`src/sv/bsed_pkg.sv`:
```
// bsed_pkg: shared constants and types for the backslash escape decoder
// no dependencies; used by bsed_decode, backslash_escape_decoder and the testbench

package bsed_pkg;

    localparam int BYTE_W   = 8;
    localparam int GROUP_N  = 3;
    localparam int COUNT_W  = 2;

    localparam logic [BYTE_W-1:0] CH_BACKSLASH = 8'h5C;
    localparam logic [BYTE_W-1:0] CH_NEWLINE   = 8'h0A;
    localparam logic [BYTE_W-1:0] CH_TAB       = 8'h09;
    localparam logic [BYTE_W-1:0] CH_CR        = 8'h0D;
    localparam logic [BYTE_W-1:0] CH_LOWER_N   = 8'h6E;
    localparam logic [BYTE_W-1:0] CH_LOWER_T   = 8'h74;
    localparam logic [BYTE_W-1:0] CH_LOWER_R   = 8'h72;
    localparam logic [BYTE_W-1:0] CH_LOWER_X   = 8'h78;
    localparam logic [BYTE_W-1:0] CH_ZERO      = 8'h30;
    localparam logic [BYTE_W-1:0] CH_SEVEN     = 8'h37;
    localparam logic [BYTE_W-1:0] CH_NINE      = 8'h39;
    localparam logic [BYTE_W-1:0] CH_LOWER_A   = 8'h61;
    localparam logic [BYTE_W-1:0] CH_LOWER_F   = 8'h66;
    localparam logic [BYTE_W-1:0] CH_UPPER_A   = 8'h41;
    localparam logic [BYTE_W-1:0] CH_UPPER_F   = 8'h46;

    // configuration register indexes
    localparam logic REG_ESCAPE_ENABLE  = 1'b0;
    localparam logic REG_APPEND_NEWLINE = 1'b1;

    // result bytes caused by one input request
    typedef struct packed {
        logic [GROUP_N-1:0][BYTE_W-1:0] bytes;
        logic [COUNT_W-1:0]             count;
        logic                           last;
    } bsed_group_t;

endpackage

```
`src/sv/bsed_decode.sv`:
```
// bsed_decode: escape state machine, turns one input request into up to three bytes
// depends on bsed_pkg

module bsed_decode (
    input  logic                      clk,
    input  logic                      rst_n,
    input  logic                      accept,
    input  logic                      escape_enable,
    input  logic                      append_newline,
    input  logic [7:0]                in_byte,
    input  logic                      in_last,
    output bsed_pkg::bsed_group_t     group
);
    import bsed_pkg::*;

    typedef enum logic [1:0] {
        MODE_NORMAL,
        MODE_ESC,
        MODE_HEX,
        MODE_OCT
    } mode_t;

    mode_t              mode_reg, mode_next;
    logic [BYTE_W-1:0]  value_reg, value_next;
    logic [COUNT_W-1:0] digits_reg, digits_next;

    logic               is_hex;
    logic [3:0]         hex_digit;
    logic               is_oct;

    always_comb
    begin
        is_hex    = 1'b1;
        hex_digit = in_byte[3:0];
        if (in_byte >= CH_ZERO && in_byte <= CH_NINE)
        begin
            hex_digit = in_byte[3:0];
        end
        else if ((in_byte >= CH_LOWER_A && in_byte <= CH_LOWER_F) ||
                 (in_byte >= CH_UPPER_A && in_byte <= CH_UPPER_F))
        begin
            hex_digit = in_byte[3:0] + 4'd9;
        end
        else
        begin
            is_hex = 1'b0;
        end
        is_oct = (in_byte >= CH_ZERO) && (in_byte <= CH_SEVEN);
    end

    always_comb
    begin
        logic               plain;
        logic [COUNT_W-1:0] n;
        logic [GROUP_N-1:0][BYTE_W-1:0] bytes;

        plain       = 1'b1;
        n           = '0;
        bytes       = '0;
        mode_next   = mode_reg;
        value_next  = value_reg;
        digits_next = digits_reg;

        if (!escape_enable)
        begin
            mode_next   = MODE_NORMAL;
            value_next  = '0;
            digits_next = '0;
            bytes[n]    = in_byte;
            n           = n + 2'd1;
            plain       = 1'b0;
        end
        else
        begin
            case (mode_reg)
                MODE_HEX, MODE_OCT:
                begin
                    if ((mode_reg == MODE_HEX && is_hex) || (mode_reg == MODE_OCT && is_oct))
                    begin
                        plain       = 1'b0;
                        digits_next = digits_reg + 2'd1;
                        if (mode_reg == MODE_HEX)
                        begin
                            value_next = {value_reg[3:0], hex_digit};
                        end
                        else
                        begin
                            value_next = {value_reg[4:0], in_byte[2:0]};
                        end
                        if (digits_next == 2'd2)
                        begin
                            bytes[n]    = value_next;
                            n           = n + 2'd1;
                            mode_next   = MODE_NORMAL;
                            value_next  = '0;
                            digits_next = '0;
                        end
                    end
                    else
                    begin
                        bytes[n]    = value_reg;
                        n           = n + 2'd1;
                        mode_next   = MODE_NORMAL;
                        value_next  = '0;
                        digits_next = '0;
                    end
                end
                MODE_ESC:
                begin
                    plain       = 1'b0;
                    mode_next   = MODE_NORMAL;
                    value_next  = '0;
                    digits_next = '0;
                    if (in_byte == CH_LOWER_N)
                    begin
                        bytes[n] = CH_NEWLINE;
                        n        = n + 2'd1;
                    end
                    else if (in_byte == CH_LOWER_T)
                    begin
                        bytes[n] = CH_TAB;
                        n        = n + 2'd1;
                    end
                    else if (in_byte == CH_LOWER_R)
                    begin
                        bytes[n] = CH_CR;
                        n        = n + 2'd1;
                    end
                    else if (in_byte == CH_LOWER_X)
                    begin
                        mode_next = MODE_HEX;
                    end
                    else if (in_byte == CH_ZERO)
                    begin
                        mode_next = MODE_OCT;
                    end
                end
                default:
                begin
                end
            endcase
        end

        if (plain)
        begin
            if (in_byte == CH_BACKSLASH)
            begin
                mode_next = MODE_ESC;
            end
            else
            begin
                bytes[n] = in_byte;
                n        = n + 2'd1;
            end
        end

        if (in_last)
        begin
            if (mode_next == MODE_HEX || mode_next == MODE_OCT)
            begin
                bytes[n] = value_next;
                n        = n + 2'd1;
            end
            mode_next   = MODE_NORMAL;
            value_next  = '0;
            digits_next = '0;
            if (append_newline)
            begin
                bytes[n] = CH_NEWLINE;
                n        = n + 2'd1;
            end
        end

        group.bytes = bytes;
        group.count = n;
        group.last  = in_last && (n != '0);
    end

    always_ff @(posedge clk or negedge rst_n)
    begin
        if (!rst_n)
        begin
            mode_reg   <= MODE_NORMAL;
            value_reg  <= '0;
            digits_reg <= '0;
        end
        else if (accept)
        begin
            mode_reg   <= mode_next;
            value_reg  <= value_next;
            digits_reg <= digits_next;
        end
    end

endmodule

```
`src/sv/backslash_escape_decoder.sv`:
```
// channel   direction  handshake            payload
// in        request in valid / stall        in_byte, in_last
// out       result out valid / stall        out_byte, out_last
// cfg       write in   cfg_valid / cfg_ready cfg_index, cfg_data
//
// one input request is decoded in the cycle it is accepted; its bytes (0 to 3) sit in a
// result register and leave one per cycle when not stalled, so the output port sets the pace
// a new request is taken whenever at most one result byte is still waiting and it leaves
// reset clears the decode state, result count and last flag; escape_enable 0, append_newline 1
// cfg writes are always ready and take effect on the next request
// depends on bsed_pkg and bsed_decode

module backslash_escape_decoder (
    input  logic       clk,
    input  logic       rst_n,
    input  logic       in_valid,
    output logic       in_stall,
    input  logic [7:0] in_byte,
    input  logic       in_last,
    output logic       out_valid,
    input  logic       out_stall,
    output logic [7:0] out_byte,
    output logic       out_last,
    input  logic       cfg_valid,
    output logic       cfg_ready,
    input  logic       cfg_index,
    input  logic       cfg_data
);
    import bsed_pkg::*;

    logic               escape_enable_reg;
    logic               append_newline_reg;
    logic [GROUP_N-1:0][BYTE_W-1:0] bytes_reg;
    logic [COUNT_W-1:0] count_reg;
    logic               last_reg;

    bsed_group_t        group;
    logic               in_accept;
    logic               out_accept;

    assign cfg_ready  = 1'b1;
    assign out_valid  = (count_reg != '0);
    assign out_byte   = bytes_reg[0];
    assign out_last   = last_reg && (count_reg == 2'd1);
    assign out_accept = out_valid && !out_stall;
    assign in_stall   = !((count_reg == '0) || ((count_reg == 2'd1) && !out_stall));
    assign in_accept  = in_valid && !in_stall;

    bsed_decode u_decode (
        .clk            (clk),
        .rst_n          (rst_n),
        .accept         (in_accept),
        .escape_enable  (escape_enable_reg),
        .append_newline (append_newline_reg),
        .in_byte        (in_byte),
        .in_last        (in_last),
        .group          (group)
    );

    always_ff @(posedge clk or negedge rst_n)
    begin
        if (!rst_n)
        begin
            escape_enable_reg  <= 1'b0;
            append_newline_reg <= 1'b1;
        end
        else if (cfg_valid && cfg_ready)
        begin
            case (cfg_index)
                REG_ESCAPE_ENABLE:  escape_enable_reg  <= cfg_data;
                REG_APPEND_NEWLINE: append_newline_reg <= cfg_data;
                default:
                begin
                end
            endcase
        end
    end

    always_ff @(posedge clk or negedge rst_n)
    begin
        if (!rst_n)
        begin
            count_reg <= '0;
            last_reg  <= 1'b0;
        end
        else if (in_accept)
        begin
            count_reg <= group.count;
            last_reg  <= group.last;
        end
        else if (out_accept)
        begin
            count_reg <= count_reg - 2'd1;
        end
    end

    // result bytes, shifted toward slot 0 as they leave
    always_ff @(posedge clk)
    begin
        if (in_accept)
        begin
            bytes_reg <= group.bytes;
        end
        else if (out_accept)
        begin
            bytes_reg <= {{BYTE_W{1'b0}}, bytes_reg[GROUP_N-1:1]};
        end
    end

endmodule

```
`config.mk`:
```
export PLATFORM = sky130hd
export DESIGN_NAME = backslash_escape_decoder
export DESIGN_NICKNAME = d
export VERILOG_FILES = /design/src/sv/bsed_pkg.sv /design/src/sv/bsed_decode.sv /design/src/sv/backslash_escape_decoder.sv
export SDC_FILE = /design/constraint.sdc
export NUM_CORES = 1
export LEC_CHECK = 0
export BUFFER_PORTS_ARGS = -buffer_cell sky130_fd_sc_hd__buf_4
export CAP_MARGIN = 20
export CORE_MARGIN = 2
export CORE_UTILIZATION = 55
export CTS_CLUSTER_SIZE = 25
export DETAILED_ROUTE_END_ITERATION = 8
export HOLD_SLACK_MARGIN = 0.1
export PLACE_DENSITY = 0.72
export SLEW_MARGIN = 15
export SYNTH_ARGS = -nofsm -noshare
export SYNTH_HDL_FRONTEND = slang
export SYNTH_SLANG_ARGS = --single-unit
```
`constraint.sdc`:
```
create_clock -name clk -period 4.95 [get_ports clk]
set_input_delay 0.99 -clock clk [delete_from_list [all_inputs] [get_ports clk]]
set_output_delay 0.99 -clock clk [all_outputs]
set_load 0.01 [all_outputs]
```
Yosys cells after proc, flatten, opt, wreduce, memory -nomap -nowiden

Index checks and enable logic that the tools add are counted.
W data, S select, Z words.

Reductions and logical operators: 28
Eq/ne operators: 14
$lt $le $gt $ge: 13
Bitwise logic cells: 4
Add/subtract/negate cells: 6
Muxes and demuxes: 68

Operators by type and width:

| kind                  | count |
|---|---|
| $mux W24              | 8 |
| $mux W8               | 13 |
| $mux W2               | 26 |
| $bwmux W24            | 2 |
| $demux W8 S2          | 3 |
| $eq A8 B7 Y1 const B  | 5 |
| $pmux W8 S2           | 2 |
| $and A18 B18 Y18      | 1 |
| $not A18 Y18          | 1 |
| $ge A8 B7 Y1 const B  | 2 |
| $le A8 B6 Y1 const B  | 2 |
| $le A8 B7 Y1 const B  | 2 |
| $logic_and A1 B1 Y1   | 14 |
| $mux W4               | 3 |
| $pmux W2 S2           | 3 |
| $eq A2 B2 Y1 const B  | 5 |
| $lt A2 B3 Y1 const B  | 3 |
| $add A2 B1 Y2 const B | 4 |
| $eq A8 B6 Y1 const B  | 1 |
| $ge A8 B6 Y1 const B  | 1 |
| $mux W1               | 7 |
| $ge A2 B1 Y1 const B  | 3 |
| $or A6 B6 Y6          | 1 |
| $reduce_and A2 Y1     | 3 |
| 11 further kinds      | 18 |

Register bits: 41
Input port bits: 16
Word-level logic and storage cells: 143
Output and inout port bits: 12

Depth between registers and ports, before layout

Gate-level depths: netlist (run 1).

Depth in word-level cells: 25
Depth in mapped cells: 17
Depth with buffers taken out: 17

Cells and area by module

Synthesis (run 1) repeated with hierarchy kept, for this count alone.

Cells, all modules: 360
Area, all modules: 3226.8 µm²

Modules (own cells, without submodules):

| module                   | seq. area each (µm²) | area an instance (µm²) | times used | cells each |
|---|---|---|---|---|
| bsed_decode              | 300.3                | 1869.3                 | 1          | 271 |
| backslash_escape_decoder | 847.1                | 1357.6                 | 1          | 89 |

Worst setup path after synthesis (run 1)

No wires, ideal clock.

Path type: input-to-reg
Start: in in_byte[0]
End: reg bytes_reg (netlist bit out_byte[1]) (data pin)
Cell stages on the path: 17
Library setup time: 261 ps
Buffers on the path: 0
Arrival: 4177 ps
Slack: 512 ps
Required time: 4689 ps
Cell sequence: inv_1 ha_1 nor2_1 o31ai_1 a32oi_4 a21bo_4 ha_1 mux2i_2 inv_1 ha_1 o21ai_1 inv_1 ha_1 nand3_1 and2_1 nand2_1 o32a_1

Word-level cells in the longest chain between the ends: 24
Elaborated cells on any way between the ends: 90
Those cells by class: add/sub (3); order compare (13); eq/ne (8); mux (53); bitwise (1); reduce/logical (12)

Ends and longest elaborated chain:

| element                                                                        | line                                   | RTL |
|---|---|---|
| start: declaration                                                             | backslash_escape_decoder.sv:18         | `input logic [7:0] in_byte,` |
| $ge A8 B7 Y1 (tied with other cells)                                           | bsed_decode.sv:39                      | `else if ((in_byte >= CH_LOWER_A && in_byte <= CH_LOWER_F) \|\|` |
| $logic_and A1 B1 Y1 (on tied branches)                                         | bsed_decode.sv:39, bsed_decode.sv:40   |  |
| $logic_or A1 B1 Y1                                                             | bsed_decode.sv:39                      |  |
| $mux W1                                                                        | bsed_decode.sv:39                      |  |
| $mux W1                                                                        | bsed_decode.sv:35                      | `if (in_byte >= CH_ZERO && in_byte <= CH_NINE)` |
| $logic_and A1 B1 Y1                                                            | bsed_decode.sv:78                      | `if ((mode_reg == MODE_HEX && is_hex) \|\| (mode_reg == MODE_OCT && is_oct))` |
| $logic_or A1 B1 Y1                                                             | bsed_decode.sv:78                      |  |
| $mux W1 / $mux W2 (equally long branches)                                      | bsed_decode.sv:78                      |  |
| (+8 left out)                                                                  | n/a                                    |  |
| $lt A2 B3 Y1 (not written as such) (tied with other cells)                     | bsed_decode.sv:169                     | `bytes[n] = CH_NEWLINE;` |
| $logic_and A1 B1 Y1 (not written as such) / $bwmux W24 (equally long branches) | bsed_decode.sv:169, bsed_decode.sv:161 |  |
| $mux W8 (not written as such) / $mux W24 (equally long branches)               | bsed_decode.sv:169, bsed_decode.sv:159 |  |
| $demux W8 S2 / $mux W24 (equally long branches)                                | n/a                                    |  |
| $or A6 B6 Y6 (no line)                                                         | n/a                                    |  |
| $mux W24                                                                       | bsed_decode.sv:167                     | `if (append_newline)` |
| $mux W24 *                                                                     | bsed_decode.sv:157                     | `if (in_last)` |
| $mux W24 *                                                                     | backslash_escape_decoder.sv:100        | `if (in_accept)` |
| end signal: assignment                                                         | backslash_escape_decoder.sv:102        | `bytes_reg <= group.bytes;` |
| end signal: assignment                                                         | backslash_escape_decoder.sv:106        | `bytes_reg <= {{BYTE_W{1'b0}}, bytes_reg[GROUP_N-1:1]};` |
| end: declaration                                                               | backslash_escape_decoder.sv:33         | `logic [GROUP_N-1:0][BYTE_W-1:0] bytes_reg;` |

Every way passes the cells marked *; elsewhere a longest branch is shown, timed or not. The select of a mux whose other input is x is not followed.
A chain may end at the register's enable or synchronous reset.

Final worst setup path (run 1)

Ends and elaborated chain as after synthesis.

==> run summary, run 1 <==
# rows = 27
Final Max Slew Viols = 0
Starting Density = 56.58%
Die Footprint = 6247 µm²
Antenna Violating Nets Remaining = 0
placed cell area = 3282 µm²
Avg Inst Size Synth = 8.976 µm²
Design Power = 1.216 mW
Final Setup Violations = 0
Top delay family on crit path = compound AO/OA/AOI/OAI gates
drt total wl = 8.082 mm
r2r endpoint = out_byte[1]
setup ws final = 496.0 ps
via count = 2764
Setup TNS = 0 ps
setup bufs post-CTS = 0
setup repair after global routing missed its margin = no
switching power = 0.4014 mW
top_reg_cell synth = edfxtp_1
Yosys reg bits = 41
Placer Congestion = 0.9746
routed length per instance = 18.88 µm
Area growth, synth to finish = 9.576%
clock share of power = 22.6%
post-synthesis cell type count = 74
DRC errors left = 0
# port buffers = 26
cell count along the critical path = 18
Worst Hold Class = reg2reg
CTS clk-pin slew, worst paths = 80 ps
synthesized netlist cell count = 345
drt first pass iters = 5
Overflow after GRT = 0
worst r2r src = u_decode.mode_reg[0]
highest clock rate = 224.5 MHz
Cell Chain, Critical Path = buf_4, inv_1, ha_1, nor2_1, o31ai_1, a32oi_4, a21bo_4, ha_1, mux2i_2, inv_1, ha_1, o21ai_1, inv_1, ha_1, nand3_1, and2_1, nand2_1, o32a_1
share of layout cells above drive strength 1 = 16.57%
pre-CTS WS = 218.8 ps
Tmin final = 4454 ps
Synth area leaders = edfxtp_1, dfrtp_1, ha_1
GRT Overall Usage = 27.94%
CP bufs+invs = 4
die height = 79.04 µm
xor/xnor share of the synthesized area = 0.5657%
fraction of power spent switching nets = 33.02%
Worst Path Arrival = 4510 ps
max reg flops = 16
post_cts resized = 0
Worst Hold Path EP = u_decode.digits_reg[1]
Cell Pwr Density = 358.3 nW/µm²
clk sink count = 41
Post-DP HPWL = 5.871 mm
first-pass GRT wire length = 13.32 mm
Slowest-stage cell, CP = o31ai_1
# hold bufs at CTS = 0
slowest stage delay, CP = 460 ps
hold path depth = 1
compound-cell area share of the yosys netlist = 24.85%
Iter 0 DRT Violations = 382
Reg2Reg Setup Slack = 1170 ps
VDD IR max = 273.7 µV
die width = 79.04 µm
design area = 3393 µm²
number of synthesized flops with an enable pin = 24
most frequent CP cell = ha_1
placed cell count = 420
fin cells = 428
post-synthesis mux area share = 2.788%
post-synthesis sequential area ratio = 37.05%
Static Leak = 1.305 nW
critical path endpoint category = flip-flop
Worst Reg2Reg Path Length in Cells = 14
CP max FO = 8
worst-case clock buffer depth = 2
Layout Skew = 8.010 ps
Ports = 28
worst setup path category = in2reg
combinational power share = 34.5%
Slew HR = 31.90%
Yosys warnings = 0
syn nets = 374
Max-cap violations = 0
ANT cells = 0
area of the mapped netlist = 3097 µm²
worst skew pair latency = 300 ps
Post-layout nets = 384
P_int = 0.8144 mW
utilization after layout = 62.00%
TritonCTS clock tree = built
largest net degree at the start of global routing = 29
fin crit share = 89.98%
Flop pwr share = 42.9%
area share of fa/ha/maj cells after synthesis = 5.253%
final hold vios = 0
H-tree lvl count = 2
fillers = 467
main combinational cell family by area after synthesis = compound AO/OA/AOI/OAI gates
ys async rst share = 41.46%
Num CTS Buffers = 5
initial antenna violation count = 0
Simple-Gate Fraction of Synth Area = 21.90%
Worst Max-Slew Pin Slew = 1021 ps
Core Area = 5473 µm²
Min-Delay Startpoint = u_decode.digits_reg[1]
Vias per Instance = 6.458
number of global-route vias before repair = 2610
Clk Tree Root Cell = clkbuf_8
outcome = complete, no violations
CP Launch Type = primary input
Hold Slack = 483.9 ps
cell taking the most area after synthesis = edfxtp_1
CP required = 5000 ps
Yosys top cell area share = 23.27%
-- cell usage after synthesis (3+ instances only) --
cell       count
nor3b_1        3
buf_2          5
edfxtp_1      24
buf_4          9
o211ai_1       5
a22o_1         5
clkbuf_1      15
and2_1         6
a21oi_1       21
nand2_1       37
and3_1         5
nor3_1         9
a221o_1        3
a31oi_1        3
ha_1          13
nand3_1       17
dfrtp_1       16
o31ai_1        8
mux2i_1        5
nand2b_1       8
o2bb2ai_1      4
o21ai_1        4
o21ai_0       18
nor2b_1        4
nor2_1        19
inv_1         18
-- power groups by stage --
stage / clock network (mW) / registers [mW] / logic, mW
finish: 0.275 / 0.521 / 0.420
global placement: 0 / 0.528 / 0.413
detailed placement: 0 / 0.529 / 0.418
CTS: 0.279 / 0.522 / 0.420
floorplan: 0 / 0.518 / 0.320
global route: 0.289 / 0.533 / 0.468
-- cells in the final DEF (no fill, tap or decap), types with 3 or more instances in the layout --
| master | count |
|---|---|
| nand3_1 | 17 |
| nor2_1 | 19 |
| and2_1 | 6 |
| o31ai_1 | 8 |
| dfrtp_1 | 16 |
| nor3b_1 | 3 |
| nor3_1 | 9 |
| o2bb2ai_1 | 4 |
| mux2i_1 | 5 |
| ha_1 | 13 |
| a22o_1 | 5 |
| a21oi_1 | 21 |
| o211ai_1 | 5 |
| a31oi_1 | 3 |
| inv_1 | 18 |
| edfxtp_1 | 24 |
| buf_4 | 34 |
| o21ai_1 | 4 |
| clkbuf_8 | 5 |
| o21ai_0 | 17 |
| and3_1 | 5 |
| nor2b_1 | 4 |
| a221o_1 | 3 |
| nand2b_1 | 8 |
| nand2_1 | 37 |
-- area by class of cell --
class	count	area, µm²	area share [%]
multi-input combinational	255	1722	50.74
tap	72	90.09	2.655
timing repair buffer	34	255.2	7.522
clock inverter	2	38.79	1.143
sequential	41	1147	33.81
clock buffer	6	72.57	2.139
inverter	18	67.56	1.991
-- routing by layer --
| layer | track usage [%] | vias up | wire length, µm |
|---|---|---|---|
| li1 | - | 1293 | - |
| met1 | 39.35 | 1289 | 3338 |
| met2 | 42.03 | 152 | 3749 |
| met3 | 5.455 | 30 | 704 |
| met4 | 12.07 | 0 | 289 |
| met5 | 0 | - | 0 |
-- worst max path at each step --
stage | start | endpoint | slack, ps
2_1_floorplan | in_byte[0] | out_byte[1] | 510
3_3_place_gp | in_byte[0] | out_byte[1] | 330
3_5_place_dp | in_byte[0] | out_byte[1] | 220
4_1_cts | in_byte[0] | out_byte[1] | 520
5_1_grt | in_byte[0] | out_byte[1] | 300
6_report | in_byte[0] | out_byte[1] | 500
-- cells by family after synthesis --
logic type | count (synthesis)
other | 1
and+or+nand+nor | 126
adders and majority gates | 13
DFF | 41
buffers and inverters | 49
AOI/OAI and AO/OA | 105
xor gates and xnor gates | 2
muxes | 8
Note: power is estimated with default switching activity, not from simulation.
==> inputs of run 2 (changes only) <==
CELL_PAD_IN_SITES_DETAIL_PLACEMENT = 2   (was not set)
CELL_PAD_IN_SITES_GLOBAL_PLACEMENT = 2   (was not set)
CORE_UTILIZATION = 37   (was 55)
PLACE_DENSITY = 0.77   (was 0.72)
==> run 2 against run 1 <==
Highest routed layer unchanged. Largest cell class unchanged. Hold slack improved by 18 ps. Core utilization decreased by 20 points. Clock-buffer cell count down 1. Critical path type unchanged. Sequential power is 1% higher. Sequential cell count stayed put. Non-clock buffer count is 2 higher. Routed wire length rose by 33%. Final area up 1.0%. Via count rose by 1.6%.
==> run summary, run 2 (synthesis gave the netlist of run 1 again) <==
outcome = complete, no violations
slowest stage delay, CP = 400 ps (-60 ps)
# rows = 33 (+22%)
# hold bufs at CTS = 0 (unchanged)
TritonCTS clock tree = built
clk sink count = 41 (unchanged)
Worst Hold Class = reg2reg
most frequent CP cell = ha_1
CP max FO = 8 (unchanged)
Area growth, synth to finish = 10.67%
r2r endpoint = bytes_reg[11]
fin cells = 463 (+8.2%)
Top delay family on crit path = adder cells
commonest non-fill, non-tap cell in the layout = nand2_1
most frequent cells in the layout = nand2_1, buf_4, edfxtp_1
worst skew pair latency = 300 ps (about the same)
share of layout cells above drive strength 1 = 17.60% (+1.0 points)
Post-DP HPWL = 8.014 mm (+37%)
via count = 2808 (+1.6%)
VDD IR max = 200.7 µV (-27%)
Reg2Reg Setup Slack = 910 ps (-260 ps)
Cell Pwr Density = 351.8 nW/µm² (-1.8%)
routed length per instance = 23.16 µm (+23%)
Iter 0 DRT Violations = 171 (-55%)
CP Launch Type = primary input
max reg flops = 16 (unchanged)
hold path depth = 1 (unchanged)
die width = 95.49 µm (+21%)
number of global-route vias before repair = 3074 (+18%)
DRC errors left = 0 (unchanged)
Final Setup Violations = 0 (unchanged)
Max-cap violations = 0 (unchanged)
Worst Max-Slew Pin Slew = 1101 ps (+79.52 ps)
CP bufs+invs = 4 (unchanged)
drt total wl = 10.73 mm (+33%)
Core Area = 8175 µm² (+49%)
ANT cells = 0 (unchanged)
worst setup path category = in2reg
Worst Reg2Reg Path Length in Cells = 15 (+1)
Static Leak = 1.304 nW (about the same)
fillers = 934 (+100%)
Post-layout nets = 386 (+0.52%)
first-pass GRT wire length = 17.24 mm (+29%)
Worst Path Arrival = 4640 ps (+130 ps)
Min-Delay Startpoint = u_decode.digits_reg[1]
setup bufs post-CTS = 0 (unchanged)
Setup TNS = 0 ps (unchanged)
Overflow after GRT = 0 (unchanged)
H-tree lvl count = 2 (unchanged)
highest clock rate = 217.8 MHz (-3.0%)
final hold vios = 0 (unchanged)
placed cell count = 455 (+8.3%)
Clk Tree Root Cell = clkbuf_8
Placer Congestion = 0.9181 (-5.8%)
CTS clk-pin slew, worst paths = 90 ps (about the same)
Slew HR = 26.60% (-5.3 points)
worst-case clock buffer depth = 2 (unchanged)
Ports = 28 (unchanged)
largest net degree at the start of global routing = 29 (unchanged)
Worst Hold Path EP = u_decode.digits_reg[1]
CP required = 5000 ps (about the same)
Die Footprint = 9117 µm² (+46%)
Antenna Violating Nets Remaining = 0 (unchanged)
initial antenna violation count = 0 (unchanged)
fin crit share = 92.74% (+2.8 points)
GRT Overall Usage = 25.02% (-2.9 points)
drt first pass iters = 4 (-1)
Starting Density = 37.88% (-19 points)
# port buffers = 26 (unchanged)
Tmin final = 4591 ps (+136.9 ps)
Layout Skew = 7.770 ps (-0.2403 ps)
Num CTS Buffers = 5 (unchanged)
Slowest-stage cell, CP = nor4_4
worst r2r src = u_decode.mode_reg[1]
Cell Chain, Critical Path = buf_4, inv_1, ha_1, nor3b_2, nor4_4, a32oi_4, a21bo_4, ha_1, mux2i_2, inv_1, ha_1, o21ai_1, inv_1, ha_1, nand3_1, nand2_1, a21oi_1, a21oi_1
die height = 95.49 µm (+21%)
post_cts resized = 0 (unchanged)
critical path endpoint category = flip-flop
Vias per Instance = 6.065 (-6.1%)
setup repair after global routing missed its margin = no
Final Max Slew Viols = 0 (unchanged)
## run 2: changes by cell type in the layout (fill, tap and decap cells not counted), sizes merged
| cell | previous run | this run |
|---|---|---|
| clkinvlp | 0 | 1 |
| clkbuf | 6 | 5 |
| bufinv | 1 | 0 |
| buf | 34 | 36 |
| clkinv | 1 | 2 |
## run 2: cell type report
| class | count | area (µm²) | share of cell area, % |
|---|---|---|---|
| multi-input combinational | 255 | 1724 | 50.31 |
| sequential | 41 | 1147 | 33.48 |
| timing repair buffer | 36 | 270.3 | 7.886 |
| tap | 105 | 131.4 | 3.834 |
| clock buffer | 5 | 68.82 | 2.008 |
| inverter | 18 | 67.56 | 1.972 |
| clock inverter | 3 | 17.52 | 0.5111 |
## run 2: worst max-delay path by stage
stage | depth (start not counted) | endpoint | startpoint | slack (ps)
after CTS | 18 | bytes_reg[11] | in_byte[0] | 390
after global placement | 18 | bytes_reg[11] | in_byte[0] | 210
after global routing | 18 | bytes_reg[11] | in_byte[0] | 110
final | 18 | bytes_reg[11] | in_byte[0] | 360
after floorplan | 17 | out_byte[1] | in_byte[0] | 510
after detailed placement | 18 | bytes_reg[11] | in_byte[0] | 110
## run 2: worst register-to-register path: stages, from the launching register on
cell and delay [ps]:
dfrtp_1 530, nand4b_1 300, or3_1 430, o2111a_1 190, a21bo_4 200, ha_1 240
mux2i_2 170, inv_1 60, ha_1 290, o21ai_1 270, inv_1 110, ha_1 190
nand3_1 100, nand2_1 270, a21oi_1 340, a21oi_1 110
## run 2: where the power goes
part           switching [mW]  leakage [nW]  total (mW)  internal [mW]
Combinational           0.269         0.794       0.450          0.181
Sequential             0.0404         0.467       0.526          0.486
Clock                   0.132        0.0439       0.230         0.0977
## run 2: routing by layer
layer	vias to the layer above	GRT usage [%]	routed length (µm)
li1	1289	-	-
met1	1440	32.27	4623
met2	65	44.31	5372
met3	14	2.925	493
met4	0	6.667	236
met5	-	0	0
## run 2: stage by stage
step | hold slack (ps) | setup slack (ps) | utilization, % | power (mW) | cell area [µm²]
after CTS | 509.4 | 388.2 | 41.89 | 1.214 | 3425
after floorplan | 443.7 | 511.8 | - | 0.8377 | 3097
after detailed placement | 485.2 | 110.7 | 40.83 | 0.9877 | 3338
after global routing | 537.2 | 110.8 | 41.92 | 1.282 | 3427
after global placement | 464.9 | 205.3 | 40.83 | 0.9670 | 3338
final | 501.9 | 359.1 | 41.92 | 1.206 | 3427
